File: src/rtl/assert_macros.svh
// Assertion helpers shared by the RTL. Every macro expects clk and rst_n in scope.
`ifndef ASSERT_MACROS_SVH
`define ASSERT_MACROS_SVH

// Checks a property at every rising edge outside reset.
`define KSHT_ASSERT(label, prop, msg) \
  label: assert property (@(posedge clk) disable iff (!rst_n) prop) else $error(msg);

// Checks that a condition leads to another one in the next cycle.
`define KSHT_ASSERT_NEXT(label, pre, post, msg) \
  label: assert property (@(posedge clk) disable iff (!rst_n) (pre) |=> (post)) else $error(msg);

`endif

File: src/rtl/ksht_ram.sv
`default_nettype none

module ksht_ram #(
  parameter int W  = 8,
  parameter int AW = 4
) (
  input  wire logic          clk,
  input  wire logic          we,
  input  wire logic [AW-1:0] waddr,
  input  wire logic [W-1:0]  wdata,
  input  wire logic          re,
  input  wire logic [AW-1:0] raddr,
  output logic      [W-1:0]  rdata
);

  logic [W-1:0] mem [2**AW];
  logic [W-1:0] rdata_r;

  always_ff @(posedge clk) begin
    if (we) begin
      mem[waddr] <= wdata;
    end
    if (re) begin
      rdata_r <= mem[raddr];
    end
  end

  assign rdata = rdata_r;

endmodule

`default_nettype wire

File: config.mk
export PLATFORM = sky130hd
export DESIGN_NAME = ksht_ram
export DESIGN_NICKNAME = d
export VERILOG_FILES = /design/src/rtl/assert_macros.svh /design/src/rtl/ksht_ram.sv
export SDC_FILE = /design/constraint.sdc
export NUM_CORES = 1
export LEC_CHECK = 0
export BUFFER_PORTS_ARGS = -buffer_cell sky130_fd_sc_hd__buf_2
export CAP_MARGIN = 20
export CORE_MARGIN = 3
export CORE_UTILIZATION = 60
export CTS_CLUSTER_DIAMETER = 30
export DETAILED_ROUTE_END_ITERATION = 16
export HOLD_SLACK_MARGIN = 0.15
export PLACE_DENSITY_LB_ADDON = 0.15
export SLEW_MARGIN = 40
export SYNTH_ARGS = -nofsm -noshare
export SYNTH_HDL_FRONTEND = slang
export SYNTH_SLANG_ARGS = --single-unit
File: constraint.sdc
create_clock -name clk -period 2.2 [get_ports clk]
set_input_delay 0.44 -clock clk [delete_from_list [all_inputs] [get_ports clk]]
set_output_delay 0.44 -clock clk [all_outputs]
set_load 0.005 [all_outputs]
### After elaboration in Yosys (flattened, before gate mapping)

Memories as Yosys holds them, arrays and structs flattened. A register that Yosys moved wholly into a read port is not among the register bits.
Cells that the tools add are included.

| word-level totals | value |
|---|---|
| bits in read-only memories | 0 |
| bits in latches | 0 |
| output and inout port bits | 8 |
| memories | 1 |
| bits in registers | 0 |
| bits in writable memories | 128 |

| operators by class | value |
|---|---|
| mux-type cells | 2 |
| divide/modulo/power cells | 0 |
| shifts and indexed selects | 0 |
| $add $sub $neg | 0 |
| multiply operators | 0 |
| eq/ne operators | 0 |
| order comparisons | 0 |
| reductions and logical operators | 0 |
| bitwise operators | 0 |

Memories:

| memory | words | width | rd ports | clocked after memory_dff | wr ports | line | source |
|---|---|---|---|---|---|---|---|
| mem | 16 | 8 | 1 | 1 | 1 | ksht_ram.sv:16 | `logic [W-1:0] mem [2**AW];` |

Operators by type and width:

| cell | count |
|---|---|
| 1-bit 2-to-1 mux | 2 |

### Longest topological paths before layout

| logic depth | value |
|---|---|
| depth in word-level cells | 2 |
| mapped depth | 5 |
| depth with buffers taken out | 3 |

### Least setup slack after synthesis

OpenSTA, ideal clock, no wires.

| timing | value |
|---|---|
| path kind | input -> register |
| start point | input waddr[2] |
| end point | memory mem[0][0], enable pin |
| path slack | 0.267 ns |
| buffers on the path | 0 |
| data arrival time | 1.550 ns |
| library setup time | 0.383 ns |
| stages on the path | 2 |
| path through | or3b_2 -> nor3_1 |

RTL lines:

| what | line | source |
|---|---|---|
| from (decl) | ksht_ram.sv:9 | `input wire logic [AW-1:0] waddr,` |
| to (decl) | ksht_ram.sv:16 |  |

No word-level cell before the write port.

==> results.md <==
* FILL cells at a little under 500
* Count of clock tree sinks at 136
* R2R cell count at 3
* Synth Cell Area at 5230 sq um
* Setup slack, reg-to-reg at 680 ps
* Die X at 99.3 um
* Netlist cell types at 18
* Final hold slack at 302 ps
* Root Driver: clkbuf_8
* Crit path largest cell delay at 500 ps
* Register area share after synthesis at between 70% and 80%
* Syn avg cell area at 22.8 sq um
* DR vias at 2496
* Cells along the critical path: mux4_1, a22oi_1, nand2_1
* Worst Setup EP: rdata[2]
* Most frequent cells in the layout: 136 x edfxtp_1, 26 x buf_2, 18 x mux4_2, 18 x buf_4
* Worst-Skew Late Latency at 510 ps
* First-pass GRT wire length at 15.2 mm
* Setup Fix Bufs, Post-CTS at 0
* Synth area leaders: edfxtp_1 78%, mux4_2 7.8%, mux4_1 7.0%
* Total track usage at between 20% and 30%
* Hold WC Path Type: input pin to flop
* Clock transition at path regs at around 60 ps
* Inst Count DP at 371
* Tightest Pin Transition at 418 ps
* Fmax at 0.659 GHz
* Number of port buffers at 26
* Yosys warns at 0
* Slowest CP cell: mux4_1
* DR pass1 iterations at 4
* Crit. End Element: flop
* Period minus WS final at 1520 ps
* Setup_tns at 0 ps
* Vias in the first global route at ~2700
* Final Hold Fails at 0
* Status: complete, no violations
* Share of cells above drive strength 1 at 32.1%
* Drt wl/cell at 23.8 um
* Final setup viols at 0
* Cell taking the most area after synthesis: edfxtp_1
* Die area at 9870 sq um
* Clock skew at 10.6 ps
* Worst Path Class, Setup: flop to flop
* Total congestion overflow at 0
* Hold_buf cts at 0
* Maximum vdd drop at roughly 0.0008 V
* Pwr Density at 989 nW/um^2
* Final critical-path share of the clock period at 69.0%
* Area of the core at 8340 sq um
* RSZ-0062 raised after global routing: no
* Antenna violations before repair at 0
* DRT antenna net count at 0
* Row cnt at 33
* Commonest non-fill, non-tap cell in the layout: edfxtp_1
* Number of CTS-inserted buffers at 17
* Req. time, crit path at 2440 ps
* Final Non-Filler Cells at between 400 and 500
* # DRC at 0
* Syn Nets at 248
* Synth top area share at 78.1%
* Crit Path Max Fanout at 1
* Resized Gates After CTS at 0
* N_diodes at 0
* Final GP Congestion at 0.729
* Area grow syn2layout at 18.9%
* 1st-iter DRT viols at 165
* IO Count at 27
* Leakage at ~0.0021 uW
* Post-synthesis cell count at about 230
* Worst EP arrival at about 1800 ps
* Nets at 304
* Total wire length at roughly 9.5 mm
* Die Ht at between 90 and 100 um
* CTS tree: yes
* RR Endpoint: rdata[2]
* Starting Density at about 63%
* Rel. slew slack at 72.1%
* Critical Path Source: mem[9][2]
* DP HPWL at 5.84 mm
* H-tree depth at 4
* Reg2reg start: mem[9][2]
* Startpoint class of the critical path: flop
* CTS Buffer Depth at 2
* Flop and latch count out of synthesis at approximately 140
* Fin. max-slew vios at 0
* Vias per inst at 6.22
* Largest net degree at the start of global routing at 33
* Max Cap Viol at 0
[cell type report]
type                    instances  area (sq um)  share of cell area (%)
repair buffers                 47           325                    5.23
flip-flops and latches        136          4080                    65.7
clock inverters                13           204                    3.28
clock buffers                  17           414                    6.66
multi-input cells              83          1060                    17.0
well taps                     105           131                    2.11
[synth_stat cells (all sizes together)]
cell / number
nor2b: 1
nor2: 13
nand2: 9
mux4: 32
a22oi: 16
edfxtp: 136
clkdlybuf4s25: 3
and2: 1
nor3: 4
nand3: 1
buf: 7
nand3b: 2
and2b: 1
nand2b: 2
or3b: 1
[state kept, by name, indices dropped and copies added (netlist names)]
| signal | count |
|---|---|
| mem | 128 |
| rdata | 8 |
[critical path: cells and delay by family, from the launching register on]
family / cells / cell delay (ps)
multiplexers: 1 / 500
flip-flops: 1 / 350
AO/OA/AOI/OAI: 1 / 290
AND/OR/NAND/NOR: 1 / 100
[report_power, final]
part	internal, uW	switching [uW]	total (uW)	leakage (uW)
clock	1940	1010	2950	0.000294
sequential	2920	14.8	2930	0.00124
combinational	119	148	267	0.000598
total	4980	1170	6150	0.00213
[layer usage]
| layer | track usage, % | part of all wire, % | vias to the layer above |
|---|---|---|---|
| met1 | 29.2 | 41 | 1284 |
| met4 | 9.35 | 2.2 | 0 |
| met2 | 33.9 | 51 | 102 |
| met3 | 6.73 | 5.8 | 20 |
| met5 | 0 | 0 | - |
| li1 | - | - | 1090 |
[per-stage QoR]
stage	power (uW)	setup WS [ps]	utilization, %	instance area, sq um
2_1_floorplan	3130	267	-	5230
3_3_place_gp	3250	230	67.1	5600
3_5_place_dp	3260	165	67.1	5600
4_1_cts	6200	656	74.5	6220
5_1_grt	6330	631	74.5	6220
6_report	6150	682	74.5	6220
[cell families after synthesis]
family          Yosys count  synth area share (%)
buf+inv                  10                  1.65
simple gates             35                  3.14
flops                   136                  78.1
mux                      32                  14.8
compound gates           16                  2.30
[how the worst min path moves through the flow]
stage	start	slack [ps]	depth (start not counted)	end
final	re	300	1	rdata[1]
after global routing	re	270	1	rdata[0]
after CTS	re	280	1	rdata[2]
after detailed placement	mem[8][3]	750	3	rdata[3]
after global placement	mem[8][1]	730	3	rdata[1]
after floorplan	wdata[0]	540	0	mem[0][0]
Power figures use the tool's default switching activity.
