`src/rtl/assert_macros.svh`:
```
// Assertion helpers shared by the RTL. Every macro expects clk and rst_n in scope.
`ifndef ASSERT_MACROS_SVH
`define ASSERT_MACROS_SVH

// Checks a property at every rising edge outside reset.
`define KSHT_ASSERT(label, prop, msg) \
  label: assert property (@(posedge clk) disable iff (!rst_n) prop) else $error(msg);

// Checks that a condition leads to another one in the next cycle.
`define KSHT_ASSERT_NEXT(label, pre, post, msg) \
  label: assert property (@(posedge clk) disable iff (!rst_n) (pre) |=> (post)) else $error(msg);

`endif

```
`src/rtl/ksht_pkg.sv`:
```
`default_nettype none

package ksht_pkg;

  localparam int PID_W    = 8;
  localparam int SAMPLE_W = 64;
  localparam int ENT_W    = 3;
  localparam int AGE_W    = 6;
  localparam int SLOT_W   = 7;

  typedef enum logic [1:0] {
    FN_RECORD  = 2'd0,
    FN_RESET   = 2'd1,
    FN_LATEST  = 2'd2,
    FN_ORDERED = 2'd3
  } func_t;

  typedef enum logic [1:0] {
    ST_OK       = 2'd0,
    ST_FULL     = 2'd1,
    ST_NOTFOUND = 2'd2,
    ST_RANGE    = 2'd3
  } status_t;

  typedef enum logic [3:0] {
    S_IDLE = 4'b0001,
    S_FIND = 4'b0010,
    S_META = 4'b0100,
    S_DATA = 4'b1000
  } state_t;

endpackage

`default_nettype wire

```
`src/rtl/ksht_key_cam.sv`:
```
`default_nettype none

module ksht_key_cam #(
  parameter int KEYS = 8,
  parameter int EW   = 3,
  parameter int CW   = 4
) (
  input  wire logic                       clk,
  input  wire logic                       rst_n,
  input  wire logic                       lookup_en,
  input  wire logic [ksht_pkg::PID_W-1:0] lookup_key,
  input  wire logic [CW-1:0]              key_count,
  input  wire logic                       wr_en,
  input  wire logic [EW-1:0]              wr_idx,
  input  wire logic [ksht_pkg::PID_W-1:0] wr_key,
  output logic                            hit,
  output logic      [EW-1:0]              hit_idx
);

  logic [ksht_pkg::PID_W-1:0] keys_r [KEYS];
  logic [KEYS-1:0]            match_r;
  logic [KEYS-1:0]            match_nxt;

  // Only entries below the fill count take part in the compare.
  always_comb begin
    for (int i = 0; i < KEYS; i++) begin
      match_nxt[i] = (keys_r[i] == lookup_key) && (CW'(i) < key_count);
    end
  end

  always_ff @(posedge clk) begin
    if (!rst_n) begin
      match_r <= '0;
    end else if (lookup_en) begin
      match_r <= match_nxt;
    end
  end

  always_ff @(posedge clk) begin
    if (wr_en) begin
      keys_r[wr_idx] <= wr_key;
    end
  end

  always_comb begin
    hit     = |match_r;
    hit_idx = '0;
    for (int i = KEYS - 1; i >= 0; i--) begin
      if (match_r[i]) begin
        hit_idx = EW'(i);
      end
    end
  end

endmodule

`default_nettype wire

```
`config.mk`:
```
export PLATFORM = sky130hd
export DESIGN_NAME = ksht_key_cam
export DESIGN_NICKNAME = d
export VERILOG_FILES = /design/src/rtl/assert_macros.svh /design/src/rtl/ksht_pkg.sv /design/src/rtl/ksht_key_cam.sv
export SDC_FILE = /design/constraint.sdc
export NUM_CORES = 1
export LEC_CHECK = 0
export BUFFER_PORTS_ARGS = -buffer_cell sky130_fd_sc_hd__buf_2
export CAP_MARGIN = 5
export CORE_AREA = 2 2 79 81
export DETAILED_ROUTE_END_ITERATION = 8
export DIE_AREA = 0 0 81 83
export PLACE_DENSITY = 0.82
export SLEW_MARGIN = 20
export SYNTH_ARGS = -nofsm -noshare
export SYNTH_HDL_FRONTEND = slang
export SYNTH_SLANG_ARGS = --single-unit
```
`constraint.sdc`:
```
create_clock -name clk -period 1.8 [get_ports clk]
set_input_delay 0.36 -clock clk [delete_from_list [all_inputs] [get_ports clk]]
set_output_delay 0.36 -clock clk [all_outputs]
set_load 0.01 [all_outputs]
```
### Word-level counts from Yosys, hierarchy flattened

Memory sizes are Yosys's and may differ from the RTL's.
Index checks and enable logic that the tools add are counted.
Widths: inputs -> output; s select.

| storage, ports and cells | value |
|---|---|
| ROM bits | 0 |
| word-level logic and storage cells | 37 |
| register bits | 8 |
| bits in writable memories | 64 |
| latch bits | 0 |
| input port bits | 27 |
| memories | 1 |

| cells by class | value |
|---|---|
| mux-type cells | 10 |
| div/mod/pow operators | 0 |
| order comparisons | 8 |
| multiply operators | 0 |
| reduce and logical (&&, ||, !) cells | 9 |
| shift-type cells | 0 |
| equality and inequality tests | 8 |
| add/sub/neg operators | 0 |
| bitwise logic cells | 0 |

Memory list:

| memory | depth | bits a word | rd ports | clocked after Yosys merged registers in | write ports | line | RTL |
|---|---|---|---|---|---|---|---|
| keys_r | 8 | 8 | 8 | 0 | 1 | ksht_key_cam.sv:20 | `logic [ksht_pkg::PID_W-1:0] keys_r [KEYS];` |

Operators by type and width:

| operator | count |
|---|---|
| $eq 8x8->1 | 8 |
| $mux 3 | 8 |
| $lt 3x4->1 const A | 4 |
| $logic_and 1x1->1 | 8 |
| $lt 1x4->1 const A | 2 |
| $lt 2x4->1 const A | 2 |
| $reduce_or 8->1 | 1 |
| $mux 1 | 2 |

### Depth between registers and ports, before layout

Gate-level depths: netlist of run 1.

| logic depth | value |
|---|---|
| depth in word-level cells | 8 |
| gate-level depth with buffers | 5 |
| gate-level depth less buffers | 4 |

### Worst setup path after synthesis of run 1

Ideal clock, no wire load.

| path | value |
|---|---|
| kind | input -> register |
| start point | input port wr_idx[1] |
| end point | memory keys_r[0][0] (netlist name), enable pin |
| setup time | 383 ps |
| arrival time | 1,137 ps |
| stages | 2 |
| setup slack | 280 ps |
| data required time | 1,417 ps |
| cell sequence | nand2b_1 -> nor3_1 |

RTL lines:

| what | line | RTL |
|---|---|---|
| start: declaration | ksht_key_cam.sv:14 | `input wire logic [EW-1:0] wr_idx,` |
| end: declaration | ksht_key_cam.sv:20 |  |

Straight into the memory's write port.

### Final worst setup path of run 1

| path | value |
|---|---|
| start point | register match_r[7] |
| end point | output port hit |

| on the way | value |
|---|---|
| word-level cells in the longest chain between the ends | 1 |

RTL lines:

| what | line | RTL |
|---|---|---|
| start: declaration | ksht_key_cam.sv:21 | `logic [KEYS-1:0] match_r;` |
| start signal: assignment | ksht_key_cam.sv:35 | `match_r <= match_nxt;` |
| $reduce_or 8->1 | ksht_key_cam.sv:46 | `hit = \|match_r;` |
| end: declaration | ksht_key_cam.sv:16 | `output logic hit,` |

Every way passes these cells.

==> results of run 1 <==
## Yosys cell counts, types with 4 or more instances
cell,number
a21oi_1,4
nor4_1,9
dfxtp_1,8
inv_1,4
buf_2,4
xnor2_1,23
edfxtp_1,64
nand4_1,6
nand2_1,7
a32o_1,4
nor3_1,9
nor2_1,11
nand2b_1,4
xor2_1,40
## metrics by stage
stage	cell area, um2	hold slack (ps)	setup WS (ps)
2_1_floorplan	3119	451.9	280.0
3_3_place_gp	3358	460.6	167.8
3_5_place_dp	3358	473.9	185.1
4_1_cts	3572	270.2	43.07
5_1_grt	3572	270.8	11.29
6_report	3572	289.7	77.07
## sequential cells by signal, summed over array words and instances (netlist names)
name     count
keys_r      64
match_r      8
## how the worst max path moves through the flow
stage	from	to	depth (start not counted)
after floorplan	wr_idx[1]	keys_r[0][0]	2
after global placement	lookup_key[7]	match_r[0]	4
after detailed placement	lookup_key[7]	match_r[0]	4
after CTS	match_r[7]	hit	3
after global routing	match_r[6]	hit_idx[0]	5
final	match_r[7]	hit	3
## cells by family (layout without fill, tap and decap cells)
logic type	after synthesis	count (layout)	share of synthesized area, %
buffers and inverters	13	58	2.567
XOR/XNOR	63	63	17.69
flip-flops	72	72	66.75
AND/OR/NAND/NOR	49	49	8.143
AO/OA/AOI/OAI	18	18	4.854
## power groups by stage
stage	Sequential [W]	Clock, W	Combinational, W
2_1_floorplan	0.00192	0	0.000158
3_3_place_gp	0.00192	0	0.000247
3_5_place_dp	0.00192	0	0.000251
4_1_cts	0.00189	0.00140	0.000252
5_1_grt	0.00189	0.00148	0.000275
6_report	0.00189	0.00137	0.000250
## critical path, cell delays in order, from the launching register on
cell	delay, ps
dfxtp_1	340
nor4_1	430
nand2_1	110
buf_2	150
## final cells by class
cell class	count	area share, %
clock buffers	13	4.168
clock inverters	3	1.821
inverters	4	0.4203
multi-input cells	130	26.80
flip-flops and latches	72	58.28
well taps	75	2.627
repair buffers	38	5.884
## per-layer routing
| layer | vias up | wire (um) |
|---|---|---|
| met2 | 62 | 2889 |
| met4 | 0 | 136 |
| met5 | - | 0 |
| met3 | 11 | 434 |
| met1 | 851 | 2585 |
| li1 | 863 | - |
==> results by group, run 1 <==
Detailed routing
  • Vias per std cell: 5.334
  • Starting DRT DRC Count: 169
  • DRC viols: 0
  • Post-route ant nets: 0
  • DR WL/cell: 18.04 um
  • Detailed-route via count: 1787
  • Total Routed Length: 6.045 mm
  • TritonRoute pass-1 iters: 4

Clock network
  • H-tree levels: 3
  • Clk sinks: 72
  • Root Buffer: clkbuf_8
  • Post-CTS sizing: 0
  • # hold bufs at CTS: 0
  • Post-CTS Setup Bufs: 0
  • Clock Tree Buf Depth: 2
  • CTS tree: built
  • Clock slew at reported path FFs: 70 ps
  • CTS Buf Count: 9
  • Worst-skew pair later-pin latency: 340 ps

Run
  • Total of max-cap violations: 0

Global route
  • Met3 GRT Util: 6.848%
  • Pin count of the biggest net entering global routing: 12
  • Total grt overflow: 0
  • GRT Total Usage: 20.05%
  • Grt met2 use: 29.68%
  • Vias in the first global route: 1750
  • Global-route wire length before repair: 9.370 mm
  • Met1 usage: 27.00%
  • Antenna violations before repair: 0
  • Grt peak-use layer: met2

Power
  • PwrDens: 982.7 nW/um2
  • Maximum VDD drop: 0.6068 mV
  • Sw Ratio: 20.73%
  • Part of the power in combinational logic: 7.1%
  • Clock network power share: 39.2%
  • Overall power: 0.003511 W
  • Reg power frac: 53.7%
  • Net Switching: 0.0007278 W
  • Internal power: 0.002783 W
  • P_leak: 1.252 nW

Timing
  • Setup TNS: 0 ps
  • Final setup fails: 0
  • Final hold viol count: 0
  • Maximum clock rate: 580.4 MHz
  • Slew margin rel.: 62.18%
  • Tmin final: 1723 ps
  • RSZ-0062 raised after global routing: false
  • Pins Over Slew Limit: 0
  • Clock skew: 10.92 ps
  • Worst-Margin Slew: 562.1 ps
  • Fin crit share: 95.72%

Synth
  • Post-synth EDFFs: 64
  • Yosys cell types: 27
  • Seq/Total Area, Yosys: 66.75%
  • Synth top area share: 61.61%
  • Largest cells by area after synthesis: edfxtp_1 62%, xor2_1 11%, xnor2_1 6.5%, dfxtp_1 5.1%, nor4_1 1.8%
  • Syn Std Cell Area: 3119 um2
  • Ys Warns: 0
  • Ys async rst share: 0%
  • Average size of a mapped cell: 14.51 um2
  • Register bit total from synthesis: 72
  • Synthesized instance count: 215
  • Area leader, netlist: edfxtp_1
  • Post-synthesis net count: 242
  • Synth Flop Type: edfxtp_1

Worst setup path
  • Worst R2R End: match_r[0]
  • Critical Path RT: 1440 ps
  • Crit path capture type: output pin
  • Crit Path Class: reg2out
  • CP startpoint kind: flip-flop
  • Reg2reg path depth: 3
  • Arr. time, crit path: 1360 ps
  • Worst r2r src: keys_r[0][1]
  • FF-to-FF setup slack: 400 ps
  • CP Max Fanout: 4

Place
  • Post-DP HPWL: 4.318 mm
  • Placer Congestion: 0.7983
  • I/O Buffers: 30
  • Cells after DPL: 319

Cells and area
  • Storage element area: 2082 um2
  • Layout area overhead: 14.52%
  • Commonest cells after routing, fill and taps aside: 64 x edfxtp_1, 40 x xor2_1, 30 x buf_2
  • Fillers: 469
  • Diodes inserted: 0
  • Finished Core Util: 61.42%
  • Most common cell after layout, fill and taps aside: edfxtp_1
  • NumNets Final: 282
  • Multi-input logic area: 957.2 um2
  • Share of cells above drive strength 1: 20.77%
  • Final Non-Filler Cells: 335

Worst hold path
  • Hold path depth: 1
  • Tightest Hold Check Type: in2reg
  • Hold Path Origin: wr_key[5]
  • WHS Endpoint: keys_r[7][5]

Die
  • Chip height: 83 um
  • Die width: 81 um
  • Site row count: 28
  • Die area: 6723 um2
  • Core Region: 5816 um2
  • IO Count: 31
  • Starting density of the core: 53.64%

Status
  • Status: complete, no violations
Power figures use the tool's default switching activity.
==> run 2: changes to the inputs <==
Settings changed: CORE_AREA 2 2 79 81 to 5 5 82 84, DIE_AREA 0 0 81 83 to 0 0 87 89.
==> results by group, run 2 (same netlist as run 1, synthesis figures left out) <==
Detailed routing
  • TritonRoute pass-1 iters: 4
  • Total Routed Length: 6.314 mm
  • Starting DRT DRC Count: 159
  • Detailed-route via count: 1784
  • DR WL/cell: 18.74 um
  • DRC viols: 0
  • Post-route ant nets: 0
  • Vias per std cell: 5.294

Status
  • Status: complete, no violations

Place
  • Post-DP HPWL: 4.550 mm
  • Cells after DPL: 321
  • I/O Buffers: 30
  • Placed Area: 3373 um2
  • Placer Congestion: 0.8474

Cells and area
  • Final Cell Area: 3543 um2
  • Number of flip-flops in the largest register: 64
  • Reg with most FFs: keys_r
  • Commonest cells after routing, fill and taps aside: 64 x edfxtp_1, 40 x xor2_1, 30 x buf_2
  • NumNets Final: 284
  • Diodes inserted: 0
  • Final Non-Filler Cells: 337
  • Share of cells above drive strength 1: 22.52%
  • Biggest regs: keys_r: 64 flops, match_r: 8 flops
  • Fillers: 466
  • Layout area overhead: 13.60%
  • Most common cell after layout, fill and taps aside: edfxtp_1

Worst setup path
  • CP Max Fanout: 4
  • Arr. time, crit path: 1330 ps
  • Crit-path cells: nand2b_1, a21oi_1, o21bai_1, a21oi_1, buf_2
  • Crit Path Class: reg2out
  • Crit-path most repeated cell: a21oi_1
  • Critical Path RT: 1440 ps
  • Slowest stage delay, CP: 340 ps
  • Slowest cell on the critical path: dfxtp_2
  • Crit path capture type: output pin
  • CP startpoint kind: flip-flop

Clock network
  • CTS tree: built
  • CTS Buf Count: 9
  • Root Buffer: clkbuf_8
  • Clock Tree Buf Depth: 2
  • Clock slew at reported path FFs: 70 ps
  • H-tree levels: 3
  • Worst-skew pair later-pin latency: 340 ps
  • Clk sinks: 72

Die
  • Starting density of the core: 53.31%
  • Site row count: 28
  • Core Region: 5851 um2
  • Die area: 7743 um2
  • Chip height: 89 um
  • Die width: 87 um
  • IO Count: 31

Global route
  • GRT Total Usage: 17.92%
  • Antenna violations before repair: 0
  • Global-route wire length before repair: 9.756 mm
  • Vias in the first global route: 1772
  • Total grt overflow: 0
  • Pin count of the biggest net entering global routing: 12

Timing
  • RSZ-0062 raised after global routing: true
  • Clock skew: 6.064 ps
  • Final hold viol count: 0
  • Tmin final: 1686 ps
  • Slew margin rel.: 61.83%
  • Fin crit share: 93.65%
  • Maximum clock rate: 593.2 MHz
  • Final setup fails: 0
  • Pins Over Slew Limit: 0
  • Worst-Margin Slew: 571.4 ps

Power
  • Maximum VDD drop: 0.6044 mV
  • Overall power: 0.003188 W
  • PwrDens: 899.8 nW/um2
  • P_leak: 1.239 nW

Run
  • Total of max-cap violations: 0

Worst hold path
  • Tightest Hold Check Type: in2reg
[run 2: changes by cell type in the layout (fill, tap and decap cells not counted), moves of 2 or more]
cell       delta
buf_4         +2
bufinv_16     -2
dfxtp_1       -2
dfxtp_2       +2
[run 2: path summary, 6_finish.rpt]
kind / depth (start not counted) / slack (ps) / startpoint / to
max: 5 / 110 / match_r[6] / hit_idx[0]
min: 1 / 300 / wr_key[7] / keys_r[5][7]
max reg2reg: 4 / 500 / keys_r[4][4] / match_r[4]
min reg2reg: 2 / 490 / match_r[4] / match_r[4]
[run 2: layer usage]
layer / GRT usage (%) / routed length (um) / part of all wire [%] / up-vias
met3: 4.424 / 472 / 7.5 / 5
li1: - / - / - / 865
met4: 5.524 / 55 / 0.87 / 0
met2: 29.33 / 3116 / 49 / 64
met1: 23.75 / 2671 / 42 / 850
met5: 0 / 0 / 0 / -
[run 2: area by class of cell]
type / instances / area (um2) / area share [%]
Sequential cell: 72 / 2085 / 58.83
Multi-Input combinational cell: 130 / 968.4 / 27.33
Timing Repair Buffer: 40 / 225.2 / 6.356
Clock buffer: 12 / 135.1 / 3.814
Tap cell: 75 / 93.84 / 2.648
Clock inverter: 4 / 21.27 / 0.6003
Inverter: 4 / 15.01 / 0.4237
[run 2: through the flow]
step                setup TNS [ps]  util, %  worst slack (ps)  hold WS [ps]
floorplan                        0        -             280.0         451.9
global placement                 0    57.66             310.8         467.1
detailed placement               0    57.66             302.0         479.8
CTS                              0    60.33             85.24         284.6
global route                -13.52    60.56            -13.52         292.4
finish                           0    60.56             114.3         295.4
[run 2: what timing repair did]
action                                  CTS  global route
gates resized for setup                   0             4
setup buffers                             0             0
endpoints found under the setup margin    0             2
hold buffers                              0             0
[run 2: worst max-delay path, delay by kind of cell (launching register included)]
family                 cells  cell delay, ps
and+or+nand+nor            1             140
buffers and inverters      1             150
DFF                        1             340
AOI/OAI and AO/OA          3             360
[run 2: power by group]
part	leakage, nW	switching [W]	internal (W)	total, W
Sequential	0.647	0.0000184	0.00187	0.00189
Clock	0.0778	0.000556	0.000492	0.00105
Combinational	0.514	0.000155	0.0000986	0.000254
Total	1.24	0.000730	0.00246	0.00319
==> run 3: changes to the inputs <==
Settings changed: ABC_AREA set to 1, CORE_AREA 5 5 82 84 to 5 5 86 88, DIE_AREA 0 0 87 89 to 0 0 91 93.
==> results by group, run 3 <==
Status
  • Status: complete, no violations

Cells and area
  • Reg with most FFs: keys_r
  • Share of cells above drive strength 1: 16.06%
  • Multi-input logic area: 1109 um2
  • Storage element area: 2083 um2
  • Final Cell Area: 3923 um2
  • Layout area overhead: 13.34%
  • Biggest regs: keys_r: 64 flops, match_r: 8 flops
  • Fillers: 539
  • Diodes inserted: 0
  • Final Non-Filler Cells: 491
  • NumNets Final: 433
  • Commonest cells after routing, fill and taps aside: 125 x nand2_1, 64 x edfxtp_1, 45 x inv_1
  • Most common cell after layout, fill and taps aside: nand2_1
  • Number of flip-flops in the largest register: 64

Die
  • Core Region: 6569 um2
  • Starting density of the core: 52.69%
  • Site row count: 30
  • IO Count: 31
  • Die area: 8463 um2
  • Die width: 91 um
  • Chip height: 93 um

Worst setup path
  • Crit Path Class: reg2out
  • Crit path capture type: output pin
  • Critical Path RT: 1440 ps
  • Arr. time, crit path: 1330 ps
  • CP Max Fanout: 4
  • CP startpoint kind: flip-flop

Clock network
  • Clock slew at reported path FFs: 80 ps
  • CTS tree: built
  • Clock Tree Buf Depth: 2
  • Root Buffer: clkbuf_8
  • Worst-skew pair later-pin latency: 350 ps
  • CTS Buf Count: 9
  • H-tree levels: 3
  • Clk sinks: 72

Detailed routing
  • Total Routed Length: 7.621 mm
  • TritonRoute pass-1 iters: 5
  • DR WL/cell: 15.52 um
  • Starting DRT DRC Count: 238
  • Vias per std cell: 5.222
  • Post-route ant nets: 0
  • Detailed-route via count: 2564
  • DRC viols: 0

Synth
  • Synth top area share: 55.53%
  • Post-synth EDFFs: 64
  • Register bit total from synthesis: 72
  • Average size of a mapped cell: 9.456 um2
  • Largest cells by area after synthesis: edfxtp_1 56%, nand2_1 14%, xnor2_1 5.1%, inv_1 4.9%, dfxtp_1 4.6%
  • Top-count cell post-synth: nand2_1
  • Post-synth top cells: 125 x nand2_1, 64 x edfxtp_1, 45 x inv_1
  • Synthesized instance count: 366
  • Syn Std Cell Area: 3461 um2
  • Ys async rst share: 0%
  • Seq/Total Area, Yosys: 60.16%
  • Ys Warns: 0
  • Synth Flop Type: edfxtp_1
  • Post-synthesis net count: 393
  • Yosys cell types: 25
  • Area leader, netlist: edfxtp_1

Timing
  • Final hold viol count: 0
  • Maximum clock rate: 593.4 MHz
  • Final setup fails: 0
  • Final hold slack: 273.6 ps
  • Pins Over Slew Limit: 0
  • Clock skew: 8.595 ps
  • Tmin final: 1685 ps
  • Setup TNS: 0 ps
  • Fin crit share: 93.62%
  • Worst-Margin Slew: 374.6 ps
  • Slew margin rel.: 74.79%
  • RSZ-0062 raised after global routing: false

Global route
  • Global-route wire length before repair: 12.16 mm
  • Antenna violations before repair: 0
  • Pin count of the biggest net entering global routing: 15
  • Total grt overflow: 0
  • GRT Total Usage: 18.72%
  • Vias in the first global route: 2606

Place
  • Post-DP HPWL: 5.436 mm
  • Cells after DPL: 475
  • I/O Buffers: 30
  • Placed Area: 3684 um2
  • Placer Congestion: 0.9209

Power
  • Maximum VDD drop: 0.6759 mV
  • Overall power: 0.003615 W
  • PwrDens: 921.6 nW/um2
  • P_leak: 1.703 nW

Worst hold path
  • Tightest Hold Check Type: in2reg

Run
  • Total of max-cap violations: 0
run 3: cell count changes after synthesis, moves of 10 or more:
cell,before,now
inv_1,4,45
xor2_1,40,11
nor2_1,11,39
nand2_1,7,125
nand3_1,0,11
a21oi_1,4,14
run 3: path summary, 6_finish.rpt:
kind / startpoint / end / slack (ps) / cells past startpoint
max reg2reg: keys_r[5][3] / match_r[5] / 660 / 7
min: wr_key[6] / keys_r[0][6] / 270 / 1
min reg2reg: match_r[6] / match_r[6] / 500 / 2
max: match_r[4] / hit / 110 / 3
run 3: logic make-up after synthesis:
kind of cell	share of synthesized area, %
and+or+nand+nor	21.26
DFF	60.16
buffers and inverters	8.134
xor gates and xnor gates	7.845
AOI/OAI and AO/OA	2.603
run 3: where the power goes:
| group | internal (W) | leakage, nW | switching (W) |
|---|---|---|---|
| clock network | 0.000794 | 0.110 | 0.000640 |
| logic | 0.000103 | 0.947 | 0.000191 |
| registers | 0.00187 | 0.646 | 0.0000208 |
run 3: stage by stage:
step | util (%) | setup slack, ps
2_1_floorplan | - | 565.7
3_3_place_gp | 56.08 | 499.4
3_5_place_dp | 56.08 | 475.8
4_1_cts | 59.52 | 89.31
5_1_grt | 59.71 | 2.329
6_report | 59.71 | 114.8
run 3: area by class of cell:
cell class	instances	share of cell area [%]
Sequential cell	72	53.11
Clock inverter	7	2.616
Clock buffer	9	3.158
Inverter	51	4.944
Tap cell	80	2.552
Timing Repair Buffer	38	5.359
Multi-Input combinational cell	234	28.26
run 3: worst max-delay path, stage by stage, from the launching register on:
cell and delay (ps):
dfxtp_1 350, nor4_1 390, nand2_1 100, buf_2 150
run 3: what timing repair did:
action / CTS / global route
resized for setup: 0 / 3
hold buffers: 0 / 0
endpoints found under the setup margin: 0 / 2
buffers inserted: 0 / 0
run 3: layer usage:
layer	share of wire, %	GRT usage [%]
met1	38	21.74
met2	52	32.81
met3	6.6	3.379
met5	0	0
met4	3.3	10.02
